<file path="config.mk">
export PLATFORM = sky130hd
export DESIGN_NAME = multi_port_freshness_watchdog
export DESIGN_NICKNAME = d
export VERILOG_FILES = /design/src/hw/rtl/mpfw_pkg.sv /design/src/hw/rtl/mpfw_ram.sv /design/src/hw/rtl/multi_port_freshness_watchdog.sv
export SDC_FILE = /design/constraint.sdc
export NUM_CORES = 2
export LEC_CHECK = 0
export ABC_AREA = 1
export BUFFER_PORTS_ARGS = -buffer_cell sky130_fd_sc_hd__buf_4
export CORE_MARGIN = 5
export CORE_UTILIZATION = 24
export CTS_BUF_LIST = sky130_fd_sc_hd__clkbuf_8 sky130_fd_sc_hd__clkbuf_16
export DETAILED_ROUTE_END_ITERATION = 16
export GPL_TIMING_DRIVEN = 0
export PLACE_DENSITY_LB_ADDON = 0.15
export SLEW_MARGIN = 15
export SYNTH_ARGS = -nofsm -noshare
export SYNTH_HDL_FRONTEND = slang
export SYNTH_SLANG_ARGS = --single-unit
</file>
<file path="constraint.sdc">
create_clock -name clk_i -period 6.63 [get_ports clk_i]
set_input_delay 0.9945 -clock clk_i [delete_from_list [all_inputs] [get_ports clk_i]]
set_output_delay 0.9945 -clock clk_i [all_outputs]
set_load 0.05 [all_outputs]
</file>
<file path="src/hw/rtl/mpfw_pkg.sv">
// ----------------------------------------------------------------------------
// mpfw_pkg
// Shared types and constants for the multi-port freshness watchdog.
// ----------------------------------------------------------------------------
`default_nettype none

package mpfw_pkg;

  localparam int NUM_PORTS   = 8;
  localparam int MAX_RESULTS = 8;

  localparam int ACT_W  = 2;
  localparam int PORT_W = 3;
  localparam int TIME_W = 64;
  localparam int KIND_W = 2;

  // table index, sweep counter, result buffer index and count
  localparam int PIDX_W = (NUM_PORTS > 1) ? $clog2(NUM_PORTS) : 1;
  localparam int ICNT_W = $clog2(NUM_PORTS + 1);
  localparam int RIDX_W = (MAX_RESULTS > 1) ? $clog2(MAX_RESULTS) : 1;
  localparam int RCNT_W = $clog2(MAX_RESULTS + 1);

  typedef enum logic [ACT_W-1:0] {
    ACT_ENROLL = 2'd0,
    ACT_ARRIVE = 2'd1,
    ACT_CHECK  = 2'd2,
    ACT_RSVD   = 2'd3
  } action_e;

  typedef enum logic [1:0] {
    ST_UNINIT  = 2'd0,
    ST_FRESH   = 2'd1,
    ST_TIMEOUT = 2'd2
  } status_e;

  typedef enum logic [KIND_W-1:0] {
    EV_NONE       = 2'd0,
    EV_FRESH      = 2'd1,
    EV_TIMEOUT    = 2'd2,
    EV_UNENROLLED = 2'd3
  } event_e;

  typedef enum logic [2:0] {
    S_IDLE   = 3'd0,
    S_DECODE = 3'd1,
    S_RUN    = 3'd2,
    S_FINISH = 3'd3,
    S_EMIT   = 3'd4
  } state_e;

endpackage

`default_nettype wire

</file>
<file path="src/hw/rtl/mpfw_ram.sv">
// ----------------------------------------------------------------------------
// mpfw_ram
// Generic single-write, single-read RAM with a registered read port.
// ----------------------------------------------------------------------------
`default_nettype none

module mpfw_ram #(
  parameter int WIDTH = 64,
  parameter int DEPTH = 8
) (
  input  wire logic                                       clk_i,
  input  wire logic                                       wr_en_i,
  input  wire logic [((DEPTH > 1) ? $clog2(DEPTH) : 1)-1:0] wr_addr_i,
  input  wire logic [WIDTH-1:0]                           wr_data_i,
  input  wire logic [((DEPTH > 1) ? $clog2(DEPTH) : 1)-1:0] rd_addr_i,
  output      logic [WIDTH-1:0]                           rd_data_o
);

  logic [WIDTH-1:0] mem_q [DEPTH];

  always_ff @(posedge clk_i) begin
    if (wr_en_i) begin
      mem_q[wr_addr_i] <= wr_data_i;
    end
    rd_data_o <= mem_q[rd_addr_i];
  end

endmodule

`default_nettype wire

</file>
<file path="src/hw/rtl/multi_port_freshness_watchdog.sv">
// ----------------------------------------------------------------------------
// multi_port_freshness_watchdog
// Flow: an accepted item passes DECODE, RUN (arrival and check-all only), FINISH
//   and EMIT; results then leave one per cycle while out_stall_i is low.
// Throughput: one item at a time; the next item is taken the cycle after its
//   last result is taken. Check-all is bound by the single read port of the
//   time and period RAMs, one port visited per cycle.
// Reset: no port enrolled, all status uninitialized; RAMs need no clearing.
// ----------------------------------------------------------------------------
`default_nettype none

module multi_port_freshness_watchdog (
  input  wire logic                            clk_i,
  input  wire logic                            rst_ni,
  // input items
  input  wire logic                            in_valid_i,
  output      logic                            in_stall_o,
  input  wire logic [mpfw_pkg::ACT_W-1:0]      action_i,
  input  wire logic [mpfw_pkg::PORT_W-1:0]     port_index_i,
  input  wire logic [mpfw_pkg::TIME_W-1:0]     period_ns_i,
  input  wire logic [mpfw_pkg::TIME_W-1:0]     time_ns_i,
  // result items
  output      logic                            out_valid_o,
  input  wire logic                            out_stall_i,
  output      logic [mpfw_pkg::KIND_W-1:0]     event_kind_o,
  output      logic [mpfw_pkg::PORT_W-1:0]     event_port_o,
  output      logic [mpfw_pkg::TIME_W-1:0]     event_time_ns_o,
  output      logic                            all_ready_o,
  output      logic                            last_of_run_o
);

  // --------------------------------------------------------------------------
  // State
  // --------------------------------------------------------------------------
  mpfw_pkg::state_e  state_q, state_d;

  // latched item
  mpfw_pkg::action_e              act_q;
  logic [mpfw_pkg::PORT_W-1:0]    port_q;
  logic [mpfw_pkg::TIME_W-1:0]    period_q;
  logic [mpfw_pkg::TIME_W-1:0]    time_q;

  // per-port flags live in flops (they have a defined reset)
  logic                           enrolled_q [mpfw_pkg::NUM_PORTS];
  mpfw_pkg::status_e              status_q   [mpfw_pkg::NUM_PORTS];

  // read/evaluate pipeline: issue -> s1 (RAM data) -> s2 (compare, update)
  logic [mpfw_pkg::ICNT_W-1:0]    iss_cnt_q;
  logic                           s1_vld_q;
  logic [mpfw_pkg::PIDX_W-1:0]    s1_idx_q;
  logic                           s2_vld_q;
  logic [mpfw_pkg::PIDX_W-1:0]    s2_idx_q;
  logic [mpfw_pkg::TIME_W-1:0]    dt_q;
  logic [mpfw_pkg::TIME_W-1:0]    per_q;

  // result buffer; all_ready is only known once the item is fully applied
  mpfw_pkg::event_e               res_kind_q [mpfw_pkg::MAX_RESULTS];
  logic [mpfw_pkg::PORT_W-1:0]    res_port_q [mpfw_pkg::MAX_RESULTS];
  logic [mpfw_pkg::RCNT_W-1:0]    res_cnt_q;
  logic [mpfw_pkg::RIDX_W-1:0]    rd_q;
  logic                           ready_q;

  // --------------------------------------------------------------------------
  // Decode helpers
  // --------------------------------------------------------------------------
  logic [mpfw_pkg::PIDX_W-1:0]    pidx;
  logic                           port_ok;
  logic                           arr_ok;
  logic [mpfw_pkg::ICNT_W-1:0]    iss_num;
  logic                           issuing;
  logic [mpfw_pkg::PIDX_W-1:0]    rd_addr;
  logic                           last_res;

  assign pidx    = mpfw_pkg::PIDX_W'(port_q);
  assign port_ok = (32'(port_q) < mpfw_pkg::NUM_PORTS);
  assign arr_ok  = port_ok && enrolled_q[pidx];

  // arrival reads its own port once; check-all sweeps every port
  assign iss_num = (act_q == mpfw_pkg::ACT_ARRIVE) ? mpfw_pkg::ICNT_W'(1)
                                                   : mpfw_pkg::ICNT_W'(mpfw_pkg::NUM_PORTS);
  assign issuing = (state_q == mpfw_pkg::S_RUN) && (iss_cnt_q < iss_num);
  assign rd_addr = (act_q == mpfw_pkg::ACT_ARRIVE) ? pidx
                                                   : mpfw_pkg::PIDX_W'(iss_cnt_q);

  assign last_res = (mpfw_pkg::RCNT_W'(rd_q) + mpfw_pkg::RCNT_W'(1)) == res_cnt_q;

  // --------------------------------------------------------------------------
  // Time and period RAMs
  // --------------------------------------------------------------------------
  logic                           per_we;
  logic                           time_we;
  logic [mpfw_pkg::TIME_W-1:0]    per_rd;
  logic [mpfw_pkg::TIME_W-1:0]    time_rd;

  mpfw_ram #(
    .WIDTH (mpfw_pkg::TIME_W),
    .DEPTH (mpfw_pkg::NUM_PORTS)
  ) u_period_ram (
    .clk_i     (clk_i),
    .wr_en_i   (per_we),
    .wr_addr_i (pidx),
    .wr_data_i (period_q),
    .rd_addr_i (rd_addr),
    .rd_data_o (per_rd)
  );

  mpfw_ram #(
    .WIDTH (mpfw_pkg::TIME_W),
    .DEPTH (mpfw_pkg::NUM_PORTS)
  ) u_time_ram (
    .clk_i     (clk_i),
    .wr_en_i   (time_we),
    .wr_addr_i (s2_idx_q),
    .wr_data_i (time_q),
    .rd_addr_i (rd_addr),
    .rd_data_o (time_rd)
  );

  // elapsed time, clamped at zero when the stored time is later
  logic [mpfw_pkg::TIME_W-1:0]    dt_d;
  assign dt_d = (time_rd > time_q) ? '0 : (time_q - time_rd);

  // --------------------------------------------------------------------------
  // Next state
  // --------------------------------------------------------------------------
  always_comb begin
    state_d = state_q;
    unique case (state_q)
      mpfw_pkg::S_IDLE: begin
        if (in_valid_i) state_d = mpfw_pkg::S_DECODE;
      end
      mpfw_pkg::S_DECODE: begin
        if ((act_q == mpfw_pkg::ACT_ARRIVE && arr_ok) || act_q == mpfw_pkg::ACT_CHECK) begin
          state_d = mpfw_pkg::S_RUN;
        end else begin
          state_d = mpfw_pkg::S_FINISH;
        end
      end
      mpfw_pkg::S_RUN: begin
        // s2 finishes on this edge, FINISH sees its status and push
        if (!issuing && !s1_vld_q) state_d = mpfw_pkg::S_FINISH;
      end
      mpfw_pkg::S_FINISH: begin
        state_d = mpfw_pkg::S_EMIT;
      end
      mpfw_pkg::S_EMIT: begin
        if (!out_stall_i && last_res) state_d = mpfw_pkg::S_IDLE;
      end
      default: state_d = mpfw_pkg::S_IDLE;
    endcase
  end

  // --------------------------------------------------------------------------
  // Control outputs: handshake, RAM writes, status update and result push
  // --------------------------------------------------------------------------
  logic                           st_we;
  mpfw_pkg::status_e              st_new;
  logic                           push_en;
  mpfw_pkg::event_e               push_kind;
  logic [mpfw_pkg::PORT_W-1:0]    push_port;
  logic                           push_ok;
  logic                           ge;
  logic                           all_fresh;

  assign ge = (dt_q >= per_q);

  always_comb begin
    in_stall_o  = (state_q != mpfw_pkg::S_IDLE);
    out_valid_o = (state_q == mpfw_pkg::S_EMIT);
    per_we      = (state_q == mpfw_pkg::S_DECODE) && (act_q == mpfw_pkg::ACT_ENROLL) &&
                  port_ok && !enrolled_q[pidx];
    time_we     = s2_vld_q && (act_q == mpfw_pkg::ACT_ARRIVE);
    st_we       = 1'b0;
    st_new      = mpfw_pkg::ST_UNINIT;
    push_en     = 1'b0;
    push_kind   = mpfw_pkg::EV_NONE;
    push_port   = '0;
    unique case (state_q)
      mpfw_pkg::S_DECODE: begin
        if (act_q == mpfw_pkg::ACT_ARRIVE && !arr_ok) begin
          push_en   = 1'b1;
          push_kind = mpfw_pkg::EV_UNENROLLED;
          push_port = port_q;
        end
      end
      mpfw_pkg::S_RUN: begin
        if (s2_vld_q && enrolled_q[s2_idx_q]) begin
          unique case (status_q[s2_idx_q])
            mpfw_pkg::ST_FRESH: begin
              if (ge) begin
                st_we     = 1'b1;
                st_new    = mpfw_pkg::ST_TIMEOUT;
                push_en   = 1'b1;
                push_kind = mpfw_pkg::EV_TIMEOUT;
              end
            end
            mpfw_pkg::ST_TIMEOUT: begin
              if (!ge) begin
                st_we     = 1'b1;
                st_new    = mpfw_pkg::ST_FRESH;
                push_en   = 1'b1;
                push_kind = mpfw_pkg::EV_FRESH;
              end
            end
            mpfw_pkg::ST_UNINIT: begin
              // first arrival; a sweep leaves it alone
              if (act_q == mpfw_pkg::ACT_ARRIVE) begin
                st_we     = 1'b1;
                st_new    = mpfw_pkg::ST_FRESH;
                push_en   = 1'b1;
                push_kind = mpfw_pkg::EV_FRESH;
              end
            end
            default: ;
          endcase
          push_port = mpfw_pkg::PORT_W'(s2_idx_q);
        end
      end
      mpfw_pkg::S_FINISH: begin
        if (res_cnt_q == '0) begin
          push_en   = 1'b1;
          push_kind = mpfw_pkg::EV_NONE;
        end
      end
      default: ;
    endcase
    push_ok = push_en && (res_cnt_q < mpfw_pkg::RCNT_W'(mpfw_pkg::MAX_RESULTS));
  end

  always_comb begin
    all_fresh = 1'b1;
    for (int p = 0; p < mpfw_pkg::NUM_PORTS; p++) begin
      if (enrolled_q[p] && status_q[p] != mpfw_pkg::ST_FRESH) all_fresh = 1'b0;
    end
  end

  // --------------------------------------------------------------------------
  // Control registers
  // --------------------------------------------------------------------------
  always_ff @(posedge clk_i or negedge rst_ni) begin
    if (!rst_ni) begin
      state_q   <= mpfw_pkg::S_IDLE;
      s1_vld_q  <= 1'b0;
      s2_vld_q  <= 1'b0;
      iss_cnt_q <= '0;
      res_cnt_q <= '0;
      rd_q      <= '0;
      for (int p = 0; p < mpfw_pkg::NUM_PORTS; p++) begin
        enrolled_q[p] <= 1'b0;
        status_q[p]   <= mpfw_pkg::ST_UNINIT;
      end
    end else begin
      state_q  <= state_d;
      s1_vld_q <= issuing;
      s2_vld_q <= s1_vld_q;

      if (state_q == mpfw_pkg::S_IDLE && in_valid_i) begin
        res_cnt_q <= '0;
        rd_q      <= '0;
      end else if (push_ok) begin
        res_cnt_q <= res_cnt_q + mpfw_pkg::RCNT_W'(1);
      end

      if (state_q == mpfw_pkg::S_DECODE) begin
        iss_cnt_q <= '0;
      end else if (issuing) begin
        iss_cnt_q <= iss_cnt_q + mpfw_pkg::ICNT_W'(1);
      end

      if (per_we) begin
        enrolled_q[pidx] <= 1'b1;
        status_q[pidx]   <= mpfw_pkg::ST_UNINIT;
      end
      if (st_we) status_q[s2_idx_q] <= st_new;

      if (out_valid_o && !out_stall_i && !last_res) begin
        rd_q <= rd_q + mpfw_pkg::RIDX_W'(1);
      end
    end
  end

  // --------------------------------------------------------------------------
  // Payload registers
  // --------------------------------------------------------------------------
  always_ff @(posedge clk_i) begin
    if (state_q == mpfw_pkg::S_IDLE && in_valid_i) begin
      act_q    <= mpfw_pkg::action_e'(action_i);
      port_q   <= port_index_i;
      period_q <= period_ns_i;
      time_q   <= time_ns_i;
    end
    s1_idx_q <= rd_addr;
    s2_idx_q <= s1_idx_q;
    dt_q     <= dt_d;
    per_q    <= per_rd;
    if (push_ok) begin
      res_kind_q[res_cnt_q[mpfw_pkg::RIDX_W-1:0]] <= push_kind;
      res_port_q[res_cnt_q[mpfw_pkg::RIDX_W-1:0]] <= push_port;
    end
    if (state_q == mpfw_pkg::S_FINISH) ready_q <= all_fresh;
  end

  // --------------------------------------------------------------------------
  // Result port
  // --------------------------------------------------------------------------
  assign event_kind_o    = res_kind_q[rd_q];
  assign event_port_o    = res_port_q[rd_q];
  // enroll and the reserved action report a zero time
  assign event_time_ns_o = (act_q == mpfw_pkg::ACT_ENROLL || act_q == mpfw_pkg::ACT_RSVD)
                           ? '0 : time_q;
  assign all_ready_o     = ready_q;
  assign last_of_run_o   = last_res;

  // --------------------------------------------------------------------------
  // Assertions
  // --------------------------------------------------------------------------
  a_emit_nonempty: assert property (@(posedge clk_i) disable iff (!rst_ni)
    out_valid_o |-> (res_cnt_q != '0))
    else $error("result shown from an empty buffer");

  a_pipe_in_run: assert property (@(posedge clk_i) disable iff (!rst_ni)
    (s1_vld_q || s2_vld_q) |-> (state_q == mpfw_pkg::S_RUN))
    else $error("evaluation pipeline busy outside the run state");

  a_last_to_idle: assert property (@(posedge clk_i) disable iff (!rst_ni)
    (out_valid_o && !out_stall_i && last_of_run_o) |=> (state_q == mpfw_pkg::S_IDLE))
    else $error("no return to idle after the final result");

  a_sweep_bound: assert property (@(posedge clk_i) disable iff (!rst_ni)
    iss_cnt_q <= mpfw_pkg::ICNT_W'(mpfw_pkg::NUM_PORTS))
    else $error("sweep counter ran past the port table");

endmodule

`default_nettype wire
</file>
==> impl_metrics.yaml <==
outcome:
  status: "finished, final reports clean"
global_routing:
  grt_usage_pct: 14.5
  grt.overflow.total: 0
  grt_pass1_wl_um: 278000
  grt_max_degree: 78
  antenna_found_initial: 17
  first_global_vias: 39510
layout:
  layout-drive-gt1-share_pct: 12.1
  nNetsFinal: 5849
  instances_no_fill: 9065
  area_growth_pct: 21.0
  final_cell_mix: "edfxtp_1 (1198), nor2_1 (1114), o21ai_0 (624), inv_1 (435), nand2_1 (396)"
  regArea_um2: 42200
  layout_commonest_cell: "edfxtp_1"
  multi_input_area_um2: 15200
  fillers: 25757
detailed_routing:
  antenna_left: 0
  via_count: 39355
  drc: 0
  wirelength_um: 192000
  drt_first_pass_iters: 5
  drt-wirelength-per-cell_um: 21.2
  dr.first_iter.drc_count: 3130
  via_per_inst: 4.34
placement:
  io_buffers: 209
  dp_cells: 8731
  dp_hpwl_um: 135000
  finalWeightedCongestion: 0.855
synthesis:
  synthArstFlopShare_pct: 2.67
  syn_area_um2: 59900
  synth_edf_count: 1198
  netlist_instances: 5155
  ys.flop_type: "edfxtp_1"
  ys_seq_area_share_pct: 70.5
  synth-seq-cells: 1500
  ys_types: 54
  syn-num-nets: 5429
  avgSynthCellArea_um2: 11.6
  yosysWarnings: 0
power:
  power_frac_comb_pct: 32.5
  internal-power_mw: 20.3
  p_sw_mw: 12.4
  peakVddDrop_mv: 0.281
  pwr-share-clk_pct: 29.6
  p_leak_nw: 26.6
  powerDensity_nw_per_um2: 451
  p_sw_share_pct: 38.0
  seq_power_share_pct: 37.9
sta:
  setup_violations: 0
  rsz0062_at_grt: "false"
  finalSetupTns_ns: 0
  worst_pin_slew_ns: 0.958
  finalMaxSlewViolations: 0
  skew_ns: 0.0583
  relSlewSlack_pct: 36.1
  period_minus_slack_ns: 4.34
  period_share_pct: 65.5
  max_freq_ghz: 0.230
  final-hold-violation-count: 0
setup_path:
  start_kind: "flip-flop"
  critPathKind: "flip-flop to output pin"
  path_cells: "inv_1 > ha_1 > clkbuf_2 > clkbuf_1 > nand2_1 > inv_1 > buf_4"
  slowest_stage: "clkbuf_1"
  cpMostUsedCell: "inv_1"
  cp_max_fo: 10
  arrival_ns: 3.35
  crit_path_end_kind: "output pin"
  cp.required_ns: 5.64
  critPathMaxStageDelay_ns: 0.73
clock_tree:
  cts_sinks: 1500
  cts_hold_buffers: 0
  ctsResizeCount: 0
  cts-root-buf: "clkbuf_16"
  clkLatencyLatePin_ns: 0.82
  cts-buffers-inserted: 172
  cts_setup_buffers: 0
  cts_tree: "done"
  cts-htree-levels: 4
  clkTransAtPathRegs_ns: 0.06
  clock_path_buffers: 3
die:
  coreArea_um2: 249000
  die_area_um2: 260000
  die_x_um: 510
  ios: 210
  rows: 183
  start_util_pct: 24.1
  die_h_um: 510
hold_path:
  holdCritPathClass: "primary input to async pin"
job:
  cap_violations: 0
==> final timing paths <==
path,slack (ns),depth (start not counted),from,end
worst max-delay path,2.29,7,act_q[0],event_time_ns_o[37]
worst min-delay path,0.17,1,rst_ni,state_q[0]
min in group clk_i,0.32,0,u_period_ram.rd_data_o[22],per_q[22]
max in group asynchronous,6.07,1,rst_ni,enrolled_q[2]
worst max register to register,2.68,11,act_q[0],u_time_ram.rd_data_o[57]
worst min register to register,0.32,0,u_period_ram.rd_data_o[22],per_q[22]
==> synthesized netlist by cell type (11+ instances only) <==
| cell | instances | area [um2] |
|---|---|---|
| a21o_1 | 17 | 128 |
| o22ai_1 | 143 | 895 |
| a31oi_1 | 146 | 913 |
| nand3_1 | 82 | 410 |
| nor3_1 | 19 | 95.1 |
| dfxtp_1 | 262 | 5250 |
| nor2_2 | 24 | 150 |
| inv_1 | 415 | 1560 |
| o21ai_1 | 11 | 55.1 |
| o21ai_0 | 624 | 3120 |
| ha_1 | 136 | 1700 |
| nand2_1 | 396 | 1490 |
| buf_2 | 38 | 190 |
| xor2_1 | 21 | 184 |
| a21oi_2 | 21 | 184 |
| xnor2_1 | 12 | 105 |
| nand4_1 | 21 | 131 |
| nor2_1 | 1122 | 4210 |
| inv_2 | 13 | 48.8 |
| a21oi_1 | 131 | 656 |
| dfrtp_1 | 40 | 1000 |
| clkbuf_1 | 168 | 631 |
| edfxtp_1 | 1198 | 36000 |
==> metrics by stage <==
step | utilization [%] | power, mW | hold slack (ns) | area (um2) | setup slack [ns]
floorplan | - | 18.8 | 0.310 | 59900 | 2.39
global placement | 26.4 | 23.4 | 0.315 | 65600 | -1.12
detailed placement | 26.8 | 23.4 | 0.312 | 66600 | 2.70
CTS | 29.1 | 33.3 | 0.104 | 72500 | 1.97
global route | 29.1 | 34.8 | 0.167 | 72500 | 1.94
finish | 29.2 | 32.7 | 0.166 | 72500 | 2.29
==> worst max-delay path: cells and delay by family, from the launching register on <==
family | cells | cell delay, ns
simple gates | 1 | 0.36
flops | 1 | 0.36
buf+inv | 5 | 1.51
fa+ha+maj | 1 | 0.27
==> power groups by stage <==
stage | Sequential (mW) | Combinational, mW | Clock, mW
2_1_floorplan | 12.2 | 6.59 | 0
3_3_place_gp | 12.7 | 10.7 | 0
3_5_place_dp | 12.6 | 10.8 | 0
4_1_cts | 12.4 | 10.8 | 10.0
5_1_grt | 12.5 | 11.8 | 10.4
6_report | 12.4 | 10.6 | 9.69
==> flip-flops by register name (all words and copies together) (netlist names) <==
signal                  count
s2_idx_q                    3
period_q                   64
all_ready_o                 1
res_cnt_q                   4
s1_vld_q                    1
iss_cnt_q                   4
act_q                       2
state_q                     3
u_time_ram.rd_data_o       64
rd_q                        3
u_period_ram.mem_q        512
status_q                   16
s1_idx_q                    3
per_q                      64
res_port_q                 24
res_kind_q                 16
time_q                     64
pidx                        3
enrolled_q                  8
u_period_ram.rd_data_o     64
u_time_ram.mem_q          512
dt_q                       64
s2_vld_q                    1
==> layout make-up <==
class                   count  area share [%]
clock buffers             196            6.45
inverters                 430            2.28
clock inverters           128            1.61
multi-input cells        3005            21.0
well taps                3330            5.75
flip-flops and latches   1500            58.2
diodes                     10          0.0345
plain buffers             220            1.30
repair buffers            246            3.36
==> layer usage <==
metal	vias up	wire length (um)	global-route usage [%]
li1	18898	-	-
met1	19290	90900	20.6
met2	938	86300	22.8
met3	227	10100	2.55
met4	2	4630	3.95
met5	-	12	0
==> kinds of logic (layout without fill, tap and decap cells) <==
group / after synthesis / in the layout / synth area share [%]
flip-flops: 1500 / 1500 / 70.5
other: 0 / 10 / 0
AND/OR/NAND/NOR: 1707 / 1707 / 11.5
XOR/XNOR: 33 / 33 / 0.482
AO/OA/AOI/OAI: 1128 / 1128 / 10.5
buffers and inverters: 650 / 1220 / 4.25
adder cells (fa/ha/maj): 137 / 137 / 2.87
Note: power is estimated with default switching activity, not from simulation.
